### config.mk
export PLATFORM = sky130hd
export DESIGN_NAME = bnht_hash
export DESIGN_NICKNAME = d
export VERILOG_FILES = /design/src/design/bnht_pkg.sv /design/src/design/bnht_hash.sv
export SDC_FILE = /design/constraint.sdc
export NUM_CORES = 1
export LEC_CHECK = 0
export BUFFER_PORTS_ARGS = -buffer_cell sky130_fd_sc_hd__buf_2
export CAP_MARGIN = 20
export CORE_ASPECT_RATIO = 1.4
export CORE_MARGIN = 4
export CORE_UTILIZATION = 65
export DETAILED_ROUTE_END_ITERATION = 6
export GPL_TIMING_DRIVEN = 0
export PLACE_DENSITY = 0.92
export SYNTH_ARGS = -nofsm -noshare
export SYNTH_HDL_FRONTEND = slang
export SYNTH_SLANG_ARGS = --single-unit
### constraint.sdc
create_clock -name aclk -period 7.6 [get_ports aclk]
set_input_delay 0.76 -clock aclk [delete_from_list [all_inputs] [get_ports aclk]]
set_output_delay 0.76 -clock aclk [all_outputs]
set_load 0.02 [all_outputs]
### src/design/bnht_pkg.sv
// ----------------------------------------------------------------------------
// bnht_pkg
// Types, codes and defaults shared by the bucketed name hash table files.
// ----------------------------------------------------------------------------
package bnht_pkg;

    localparam int BUCKETS_DEF  = 64;
    localparam int SLOTS_DEF    = 8;
    localparam int NAME_LEN_DEF = 32;
    localparam int ID_WIDTH_DEF = 16;

    localparam int HASH_W    = 64;
    localparam int BKT_MAX_W = 12;
    localparam int STATUS_W  = 3;
    localparam int FID_W     = 17;
    localparam int SLOTIDX_W = 4;
    localparam int BKTIDX_W  = 6;
    localparam int OP_W      = 2;
    localparam int EID_W     = 16;

    localparam logic [OP_W-1:0] OP_FIND   = 2'd0;
    localparam logic [OP_W-1:0] OP_INSERT = 2'd1;
    localparam logic [OP_W-1:0] OP_REMOVE = 2'd2;

    localparam logic [STATUS_W-1:0] ST_OK        = 3'd0;
    localparam logic [STATUS_W-1:0] ST_EMPTY     = 3'd1;
    localparam logic [STATUS_W-1:0] ST_FULL      = 3'd2;
    localparam logic [STATUS_W-1:0] ST_BKT_EMPTY = 3'd3;
    localparam logic [STATUS_W-1:0] ST_NOT_FOUND = 3'd4;
    localparam logic [STATUS_W-1:0] ST_TOO_LONG  = 3'd5;

    localparam logic [FID_W-1:0] FID_NONE = '1;

    // Commands from the sequencer to the hash unit.
    typedef struct packed {
        logic       add_byte;
        logic       add_fin;
        logic [7:0] data;
    } hash_cmd_t;

    // Status from the hash unit.
    typedef struct packed {
        logic                 busy;
        logic [BKT_MAX_W-1:0] rem;
    } hash_stat_t;

endpackage

### src/design/bnht_hash.sv
// ----------------------------------------------------------------------------
// bnht_hash
// Shared 64-bit adder for the running hash and a digit-wise bucket reduction.
// ----------------------------------------------------------------------------
module bnht_hash #(
    parameter int BUCKETS = bnht_pkg::BUCKETS_DEF
) (
    input  logic                  aclk,
    input  logic                  aresetn,
    input  bnht_pkg::hash_cmd_t   cmd,
    output bnht_pkg::hash_stat_t  stat
);
    import bnht_pkg::*;

    localparam int BW     = $clog2(BUCKETS);
    localparam int DW     = 16;
    localparam int XW     = BW + DW;
    localparam int PW     = 2 * XW;
    localparam int PHASES = 2 * (HASH_W / DW);
    localparam logic [XW-1:0] RECIP = XW'((64'd1 << XW) / 64'(BUCKETS));

    logic [HASH_W-1:0] hash_reg, hash_next;
    logic [3:0]        cnt_reg, cnt_next;
    logic [BW-1:0]     rem_reg, rem_next;
    logic [XW-1:0]     quo_reg, quo_next;
    logic [HASH_W-1:0] sum;
    logic [XW-1:0]     x;
    logic [PW-1:0]     prod;
    logic [XW-1:0]     qb;
    logic [XW-1:0]     r_raw;

    // One adder serves both the per-byte update and the final multiply by 33.
    assign sum = hash_reg + {hash_reg[HASH_W-6:0], 5'b0}
                 + HASH_W'(cmd.add_byte ? cmd.data : 8'd0);

    // The next 16-bit digit joined below the running remainder.
    assign x = {rem_reg, hash_reg[HASH_W-1 -: DW]};

    // The reciprocal gives a quotient that is exact or one short, so the
    // remainder needs at most one further subtraction of the bucket count.
    assign prod  = PW'(x) * PW'(RECIP);
    assign qb    = XW'(PW'(quo_reg) * PW'(BUCKETS));
    assign r_raw = x - qb;

    always_comb begin
        hash_next = hash_reg;
        cnt_next  = cnt_reg;
        rem_next  = rem_reg;
        quo_next  = quo_reg;
        if (cnt_reg != 4'd0) begin
            cnt_next = cnt_reg - 4'd1;
            if (!cnt_reg[0]) begin
                quo_next = XW'(prod >> XW);
            end else begin
                // The hash shifts out as it is reduced, so it ends at zero.
                hash_next = {hash_reg[HASH_W-DW-1:0], {DW{1'b0}}};
                if (r_raw >= XW'(BUCKETS)) begin
                    rem_next = BW'(r_raw - XW'(BUCKETS));
                end else begin
                    rem_next = BW'(r_raw);
                end
            end
        end else if (cmd.add_fin) begin
            hash_next = sum;
            cnt_next  = 4'(PHASES);
            rem_next  = '0;
        end else if (cmd.add_byte) begin
            hash_next = sum;
        end
    end

    always_ff @(posedge aclk) begin
        if (!aresetn) begin
            hash_reg <= '0;
            cnt_reg  <= '0;
        end else begin
            hash_reg <= hash_next;
            cnt_reg  <= cnt_next;
        end
        rem_reg <= rem_next;
        quo_reg <= quo_next;
    end

    assign stat.busy = (cnt_reg != 4'd0);
    assign stat.rem  = BKT_MAX_W'(rem_reg);

endmodule

### After elaboration in Yosys (flattened, before gate mapping)

Index checks and enable logic that the tools add are counted.

| cells by class | value |
|---|---|
| reduce and logical (&&, ||, !) cells | 6 |
| equality and inequality tests | 1 |
| add/subtract/negate cells | 5 |
| bitwise logic cells | 1 |
| mux-type cells | 11 |
| order comparisons | 1 |

Operators by type and width:

| kind | number |
|---|---|
| $mux 64 | 4 |
| $add 64x64->64 | 1 |
| $add 64x8->64 | 1 |
| $mux 6 | 4 |
| $ge 22x7->1 const B | 1 |
| $sub 22x22->22 | 1 |
| $mux 4 | 2 |
| $mux 8 | 1 |
| $reduce_and 2->1 | 3 |
| $sub 6x1->6 const B | 1 |
| $reduce_bool 4->1 | 1 |
| $sub 4x1->4 const B | 1 |
| $reduce_bool 3->1 | 1 |
| $ne 2x1->1 const B | 1 |
| $reduce_bool 2->1 | 1 |
| $not 1->1 | 1 |

| storage, ports and cells | value |
|---|---|
| logic and storage cells | 29 |
| register bits | 90 |
| input bits | 12 |
| output and inout port bits | 13 |

### Longest topological paths before layout

Gate-level depths: netlist of the first run.

| depth | value |
|---|---|
| depth in word-level cells | 5 |
| gate-level depth with buffers | 15 |
| gate-level depth less buffers | 14 |

### Worst setup path after synthesis of the first run

OpenSTA, ideal clock, no wires.

| timing path | value |
|---|---|
| path type | input to register |
| start | in cmd[9] (netlist name) |
| end | reg hash_reg[53] |
| arrival time | 3.394 ns |
| path buffers | 1 |
| path slack | 4.084 ns |
| library setup time | 0.122 ns |
| stages on the path | 15 |
| required time | 7.478 ns |
| cell sequence | clkbuf_1 and2_1 ha_1 ha_1 inv_1 fa_1 nor2b_1 o31a_1 o41ai_1 o311ai_2 nand3_1 a21oi_1 a31oi_1 xnor2_1 a21oi_1 |

| between the ends | value |
|---|---|
| cells in the longest elaborated chain, start to end | 5 |
| elaborated cells between the ends (all ways) | 7 |
| those cells by class | 1 x add/sub; 4 x mux; 2 x reduce/logical |

RTL lines:

| element | line | RTL |
|---|---|---|
| from (decl) | bnht_hash.sv:10 | `input bnht_pkg::hash_cmd_t cmd,` |
| $mux 8 | bnht_hash.sv:34 | `+ HASH_W'(cmd.add_byte ? cmd.data : 8'd0);` |
| $add 64x8->64 | bnht_hash.sv:34 |  |
| $mux 64 | bnht_hash.sv:67 | `end else if (cmd.add_byte) begin` |
| $mux 64 | bnht_hash.sv:63 | `end else if (cmd.add_fin) begin` |
| $mux 64 | bnht_hash.sv:50 | `if (cnt_reg != 4'd0) begin` |
| to (signal assigned) | bnht_hash.sv:77 | `hash_reg <= hash_next;` |
| to (decl) | bnht_hash.sv:22 | `logic [HASH_W-1:0] hash_reg, hash_next;` |

Several ways; a longest one is shown, not always the timed one. The select of a mux whose other input is x is not followed.
A chain may end at the register's enable or synchronous reset.

### Final worst setup path of the first run

Same ends and word-level chain as after synthesis.

==> results.tsv, run 1 <==
metric	value	unit
root_buffer	clkbuf_16	
async_reset_ff_share	0	%
layout_common_cells	a21oi_1, ha_1, nand2_1	
largest_reg_flops	54	
die_y	125	microns
fin_crit_sh	54.9	%
clkLatencyLatePin	0.34	ns
status	finished with violations	
swShare	52.8	%
cts.sink_count	64	
rows	42	
drt_iter0_drc	754	
route.detailed.drc	13	
n_fill_cell	707	
yosys_warnings	0	
p_per_area	426	nW/um^2
violations	DRC	
rsz0062_at_grt	false	
hpwl	15700	microns
fin_setup_tns	0	ns
ys.flop_type	dfxtp_1	
vias	6551	
layout-drive-gt1-share	7.58	%
pwr-share-clk	14.1	%
clock_skew	0.0112	ns
h-tree-depth	3	
crit_fanout	10	
ys_seq_area_share	21.1	%
grt_pass1_vias	6661	
fin_util	72.7	%
finalHoldViolations	0	
nets	944	
overflow	0	
worstMarginPinSlew	0.698	ns
clock_tree.buffer_depth	2	
synth_edf_count	6	
final_max_slew_viol_count	0	
max_freq	240	MHz
grtUsageTotal	36.6	%
numCtsBuffers	9	
yosys.cell_types.count	66	
io_buffer_count	17	
grt_max_degree	12	
ys_ff_latch	64	
slew_headroom	53.5	%
antenna_left	0	
start_util	66.7	%
die_x	91.5	microns
setup_viol	0	
seq_power_share	21.8	%
antenna_found_initial	0	
place.gp.congestion	1.01	
syn_avg_cell_area	8.00	sq um
io_pins	25	
layout_commonest_cell	a21oi_1	
cts_hold_buffers	0	
syn_inst	793	
cts_setup_buffers	0	
crit_required	7.82	ns
cap_violations	0	
crit_type	in2reg	
antenna_cells	0	
p_sw	0.00155	W
fin_hold_ws	0.541	ns
cts.clk_slew.worst_paths	0.05	ns
syn_area	6340	sq um
dieArea	11400	sq um
cts_tree	done	
regArea	1340	sq um
area_growth	8.95	%
critPathArrivalTime	4.39	ns
coreArea	9510	sq um
wire_per_inst	21.5	microns
post_cts_resized	0	
p_comb_share	64.0	%
drt-total-wl	20700	microns
first_pass_iters	7	
grt_pass1_wl	33100	microns
max-vdd-ir-drop	0.192	mV
hold_path.class	reg2reg	
min_period	4.17	ns
multi_input_area	4690	sq um
vias_per_cell	6.80	
endpoint_kind	register	
crit_path_start_kind	input port	
power_leakage	3.14	nW
internal_power	0.00139	W
-- final timing paths --
kind	startpoint	to	slack [ns]	depth (start not counted)
setup / recovery	cmd[9]	hash_reg[53]	3.43	15
hold / removal	hash_reg[5]	hash_reg[5]	0.54	2
setup reg to reg	hash_reg[0]	hash_reg[53]	3.73	13
hold reg to reg	hash_reg[5]	hash_reg[5]	0.54	2
-- synthesized netlist by cell type (12+ instances only) --
cell      count  area share (%)
a21oi_1     107             8.4
ha_1        102              20
nand2_1      93             5.5
dfxtp_1      58              18
o21ai_0      48             3.8
nor2_1       43             2.5
xnor2_1      27             3.7
clkbuf_1     26             1.5
nor2b_1      25             2.5
a21o_1       19             2.2
xor2_1       19             2.6
o221ai_1     18             2.5
inv_1        17             1.0
a31oi_1      13             1.3
nand3_1      12            0.95
-- metal layers --
layer | track usage [%] | routed length [microns] | vias up
li1 | - | - | 2988
met3 | 5.74 | 1750 | 147
met4 | 26.9 | 1760 | 0
met5 | 0 | 0 | -
met2 | 63.1 | 10100 | 421
met1 | 39.9 | 7090 | 2995
-- layout make-up --
| cell class | count | area share, % |
|---|---|---|
| clock inverter | 5 | 0.814 |
| multi-input combinational | 675 | 67.8 |
| inverter | 18 | 0.977 |
| buffer | 41 | 3.86 |
| sequential | 64 | 19.4 |
| tap | 132 | 2.39 |
| clock buffer | 11 | 3.51 |
| timing repair buffer | 17 | 1.23 |
-- power groups by stage --
stage	combinational, W	sequential (W)	clock (W)
2_1_floorplan	0.00132	0.000581	0
3_3_place_gp	0.00171	0.000628	0
3_5_place_dp	0.00178	0.000633	0
4_1_cts	0.00182	0.000629	0.000412
5_1_grt	0.00206	0.000647	0.000430
6_report	0.00188	0.000643	0.000416
-- per-stage QoR --
step	setup slack, ns	power (W)	area, sq um	std cells
2_1_floorplan	4.08	0.00190	6360	798
3_3_place_gp	3.37	0.00233	6610	947
3_5_place_dp	3.22	0.00241	6610	947
4_1_cts	3.54	0.00286	6910	963
5_1_grt	3.33	0.00314	6910	963
6_report	3.43	0.00294	6910	963
-- critical path, cell delays in order --
cell and delay, ns:
clkbuf_1 0.18, and2_1 0.20, ha_1 0.29, ha_1 0.18, inv_1 0.06, fa_1 0.40
nor2b_1 0.16, o31a_1 0.23, o41ai_1 0.12, o311ai_2 0.49, nand3_1 0.29, a21oi_1 0.51
a31oi_1 0.21, xnor2_1 0.21, a21oi_1 0.09
-- cells by family after synthesis --
| kind of cell | after synthesis | share of synthesized area, % |
|---|---|---|
| fa+ha+maj | 106 | 21.4 |
| buf+inv | 59 | 5.26 |
| simple gates | 223 | 16.3 |
| compound gates | 293 | 29.3 |
| other cells | 1 | 0.0591 |
| flops | 64 | 21.1 |
| mux | 1 | 0.158 |
| xor+xnor | 46 | 6.35 |
Note: power is estimated with default switching activity, not from simulation.
==> run 2: changes to the inputs <==
--- a/config.mk
+++ b/config.mk
@@ -9,10 +9,10 @@
 export CAP_MARGIN = 20
 export CORE_ASPECT_RATIO = 1.4
 export CORE_MARGIN = 4
-export CORE_UTILIZATION = 65
+export CORE_UTILIZATION = 64
 export DETAILED_ROUTE_END_ITERATION = 6
 export GPL_TIMING_DRIVEN = 0
-export PLACE_DENSITY = 0.92
+export PLACE_DENSITY = 0.91
 export SYNTH_ARGS = -nofsm -noshare
 export SYNTH_HDL_FRONTEND = slang
 export SYNTH_SLANG_ARGS = --single-unit
==> constraint.sdc (replaced) <==
create_clock -name aclk -period 4.3 [get_ports aclk]
set_input_delay 0.43 -clock aclk [delete_from_list [all_inputs] [get_ports aclk]]
set_output_delay 0.43 -clock aclk [all_outputs]
set_load 0.02 [all_outputs]
==> results.tsv, run 2 (same netlist as run 1, synthesis figures left out) <==
metric	value	unit
status	finished with violations	
violations	DRC	
layout_commonest_cell	a21oi_1	
met1_usage	37.7	%
grt_pass1_wl	31100	microns
worstMarginPinSlew	0.688	ns
numCtsBuffers	9	
final.setup.worst_slack	0.552	ns
busiest_layer	met2	
coreArea	9560	sq um
grt_pass1_vias	6296	
post_cts_resized	0	
antenna_cells	0	
vias	6485	
clkLatencyLatePin	0.34	ns
max_freq	267	MHz
crit_path_start_kind	input port	
cts_tree	done	
critPathArrivalTime	4.01	ns
slew_headroom	54.2	%
grtUsageTotal	33.5	%
die_y	126	microns
clock_tree.buffer_depth	2	
cts_hold_buffers	0	
cp_cell_sequence	clkbuf_1 -> and2_1 -> ha_1 -> ha_1 -> inv_1 -> fa_1 -> nor2b_1 -> o31a_1 -> o41ai_1 -> o311ai_2 -> nand3_1 -> a21oi_1 -> a31oi_1 -> xnor2_1 -> a21oi_1	
largest_reg_flops	54	
antenna_left	0	
nets	944	
wire_per_inst	20.4	microns
max-vdd-ir-drop	0.323	mV
crit_type	in2reg	
crit_fanout	10	
start_util	66.3	%
cts.sink_count	64	
clock_skew	0.00808	ns
layout_common_cells	a21oi_1, ha_1, nand2_1	
endpoint_kind	register	
dpl_cell_area	6610	sq um
critPathSlowestCell	a21oi_1	
rsz0062_at_grt	false	
dieArea	11600	sq um
regArea	1340	sq um
first_pass_iters	7	
grt_max_degree	12	
n_fill_cell	776	
grtUsageMet2	60.1	%
hold_path.class	in2reg	
fin_setup_tns	0	ns
p_per_area	738	nW/um^2
die_x	92.2	microns
vias_per_cell	6.73	
final_area	6910	sq um
final_max_slew_viol_count	0	
drt_iter0_drc	769	
met3_usage	4.18	%
io_buffer_count	17	
route.detailed.drc	1	
rows	42	
dp_slack	0.274	ns
antenna_found_initial	0	
root_buffer	clkbuf_16	
cap_violations	0	
fin_crit_sh	87.2	%
multi_input_area	4690	sq um
place.gp.congestion	0.980	
cts.clk_slew.worst_paths	0.06	ns
io_pins	25	
finalHoldViolations	0	
cts_setup_buffers	0	
crit_required	4.56	ns
cpPeakStageDelay	0.50	ns
hpwl	15300	microns
setup_viol	0	
area_growth	8.87	%
min_period	3.75	ns
h-tree-depth	3	
drt-total-wl	19700	microns
layout-drive-gt1-share	7.58	%
power_leakage	3.14	nW
overflow	0	
==> run 2: path summary, 6_finish.rpt <==
kind	to	from	cells after the start	slack, ns
hold / removal	cnt_reg[3]	cmd[8]	3	0.36
hold reg to reg	cnt_reg[2]	cnt_reg[3]	2	0.52
setup / recovery	hash_reg[53]	cmd[9]	15	0.55
setup reg to reg	hash_reg[53]	hash_reg[0]	13	0.55
==> run 2: per-stage QoR <==
step / utilization, % / hold WS, ns / std cells / power (W)
after floorplan: - / 0.471 / 798 / 0.00335
after global placement: 69.2 / 0.483 / 947 / 0.00412
after detailed placement: 69.2 / 0.502 / 947 / 0.00425
after CTS: 72.2 / 0.364 / 963 / 0.00498
after global routing: 72.2 / 0.388 / 963 / 0.00541
final: 72.2 / 0.364 / 963 / 0.00510
==> run 2: final cells by class <==
class / count / share of cell area [%]
Multi-Input combinational cell: 675 / 67.9
Clock buffer: 12 / 3.88
Sequential cell: 64 / 19.4
Timing Repair Buffer: 17 / 1.23
Tap cell: 132 / 2.39
Clock inverter: 4 / 0.380
Inverter: 18 / 0.978
Buffer: 41 / 3.86
==> run 2: layer usage <==
layer	wire length (microns)	share of wire [%]
met1	7120	36
met2	9840	50
met3	1440	7.3
met4	1270	6.4
met5	0	0
==> run 2: report_power, final <==
group	total, W	leakage, nW	internal, W	switching (W)
Combinational	0.00326	2.46	0.00115	0.00211
Clock	0.000710	0.144	0.000440	0.000270
Sequential	0.00113	0.537	0.000837	0.000293
==> run 2: critical path, delay by kind of cell <==
family	cells	cell delay, ns
compound gates	6	1.66
buf+inv	2	0.24
simple gates	3	0.64
xor+xnor	1	0.18
fa+ha+maj	3	0.86
==> run 3: changes to the inputs <==
--- a/config.mk
+++ b/config.mk
@@ -9,10 +9,10 @@
 export CAP_MARGIN = 20
 export CORE_ASPECT_RATIO = 1.4
 export CORE_MARGIN = 4
-export CORE_UTILIZATION = 64
+export CORE_UTILIZATION = 40
 export DETAILED_ROUTE_END_ITERATION = 6
 export GPL_TIMING_DRIVEN = 0
-export PLACE_DENSITY = 0.91
+export PLACE_DENSITY = 0.65
 export SYNTH_ARGS = -nofsm -noshare
 export SYNTH_HDL_FRONTEND = slang
 export SYNTH_SLANG_ARGS = --single-unit
==> results.tsv, run 3 (same netlist as run 1, synthesis figures left out) <==
metric	value	unit
numCtsBuffers	9	
start_util	40.7	%
max_freq	259	MHz
first_pass_iters	7	
rsz0062_at_grt	false	
p_sw	0.00260	W
slew_headroom	56.6	%
root_buffer	clkbuf_16	
cts.clk_slew.worst_paths	0.05	ns
largest_reg_flops	54	
layout-drive-gt1-share	7.24	%
n_fill_cell	1561	
area_growth	9.82	%
nets	944	
internal_power	0.00241	W
pwr-share-clk	13.5	%
rows	54	
drt-total-wl	19500	microns
grt_pass1_vias	6192	
swShare	51.8	%
die_x	114	microns
cap_violations	0	
io_buffer_count	17	
dieArea	18000	sq um
status	complete, no violations	
route.detailed.drc	0	
p_comb_share	63.9	%
min_period	3.86	ns
worstMarginPinSlew	0.643	ns
crit_path_start_kind	input port	
grt_max_degree	11	
critPathSlowestCell	a21oi_1	
grt_pass1_wl	31600	microns
wire_per_inst	19.1	microns
fin_util	44.6	%
p_per_area	719	nW/um^2
vias	6103	
clock_skew	0.00718	ns
grtUsageTotal	22.3	%
crit_type	in2reg	
hpwl	15900	microns
cts_setup_buffers	0	
critPathArrivalTime	4.11	ns
h-tree-depth	3	
regArea	1340	sq um
post_cts_resized	0	
path_buf_inv	2	
layout_common_cells	a21oi_1, ha_1, nand2_1	
place.gp.congestion	0.876	
clkLatencyLatePin	0.33	ns
cts.sink_count	64	
endpoint_kind	register	
cts_hold_buffers	0	
crit_fanout	10	
fin_setup_tns	0	ns
cts_tree	done	
antenna_found_initial	0	
fin_crit_sh	89.7	%
power_leakage	3.13	nW
antenna_cells	0	
final_max_slew_viol_count	0	
critPathTopFamily	compound AO/OA/AOI/OAI gates	
hold_path.class	in2reg	
setup_viol	0	
clock_tree.buffer_depth	2	
overflow	0	
max-vdd-ir-drop	0.397	mV
cp_cell_sequence	clkbuf_1 -> and2_1 -> ha_1 -> ha_1 -> inv_1 -> fa_1 -> nor2b_1 -> o31a_1 -> o41ai_1 -> o311ai_2 -> nand3_1 -> a21oi_1 -> a31oi_1 -> xnor2_1 -> a21oi_1	
cpPeakStageDelay	0.52	ns
vias_per_cell	5.95	
drt_iter0_drc	504	
multi_input_area	4690	sq um
seq_power_share	22.6	%
layout_commonest_cell	a21oi_1	
die_y	157	microns
antenna_left	0	
io_pins	25	
finalHoldViolations	0	
crit_required	4.55	ns
coreArea	15600	sq um
run 3: tightest hold or removal path, stage by stage:
cell and delay [ns]:
buf_2 0.10, nand2_1 0.04, a21boi_0 0.06
run 3: path summary, 6_finish.rpt:
kind | from | to | slack, ns | cells past startpoint
max | cmd[9] | hash_reg[53] | 0.44 | 15
min | cmd[8] | cnt_reg[3] | 0.36 | 3
max reg2reg | hash_reg[0] | hash_reg[53] | 0.45 | 13
min reg2reg | cnt_reg[3] | cnt_reg[2] | 0.51 | 2
run 3: final cells by class:
| cell class | instances | area share (%) |
|---|---|---|
| multi-input combinational | 675 | 67.3 |
| sequential | 64 | 19.2 |
| clock buffer | 14 | 3.93 |
| buffer | 41 | 3.82 |
| tap | 196 | 3.52 |
| timing repair buffer | 17 | 1.22 |
| inverter | 18 | 0.970 |
run 3: metrics by stage:
stage / power, W / hold slack (ns) / std cells / cell area (sq um) / worst slack (ns)
2_1_floorplan: 0.00335 / 0.471 / 798 / 6360 / 1.11
6_report: 0.00501 / 0.363 / 1025 / 6970 / 0.442
4_1_cts: 0.00499 / 0.363 / 1025 / 6970 / 0.495
5_1_grt: 0.00544 / 0.376 / 1025 / 6970 / 0.290
3_3_place_gp: 0.00428 / 0.495 / 1011 / 6690 / 0.190
3_5_place_dp: 0.00430 / 0.507 / 1011 / 6690 / 0.165
run 3: metal layers:
layer	vias to the layer above	GRT usage (%)	part of all wire [%]
li1	2991	-	-
met1	2870	24.6	39
met2	174	40.5	51
met3	68	2.77	3.6
met4	0	12.7	5.8
met5	-	0	0
run 3: power by group through the flow:
stage | Sequential, W | Clock, W | Combinational (W)
5_1_grt | 0.00115 | 0.000709 | 0.00358
6_report | 0.00113 | 0.000675 | 0.00320
2_1_floorplan | 0.00103 | 0 | 0.00233
3_5_place_dp | 0.00113 | 0 | 0.00317
4_1_cts | 0.00112 | 0.000680 | 0.00319
3_3_place_gp | 0.00114 | 0 | 0.00314
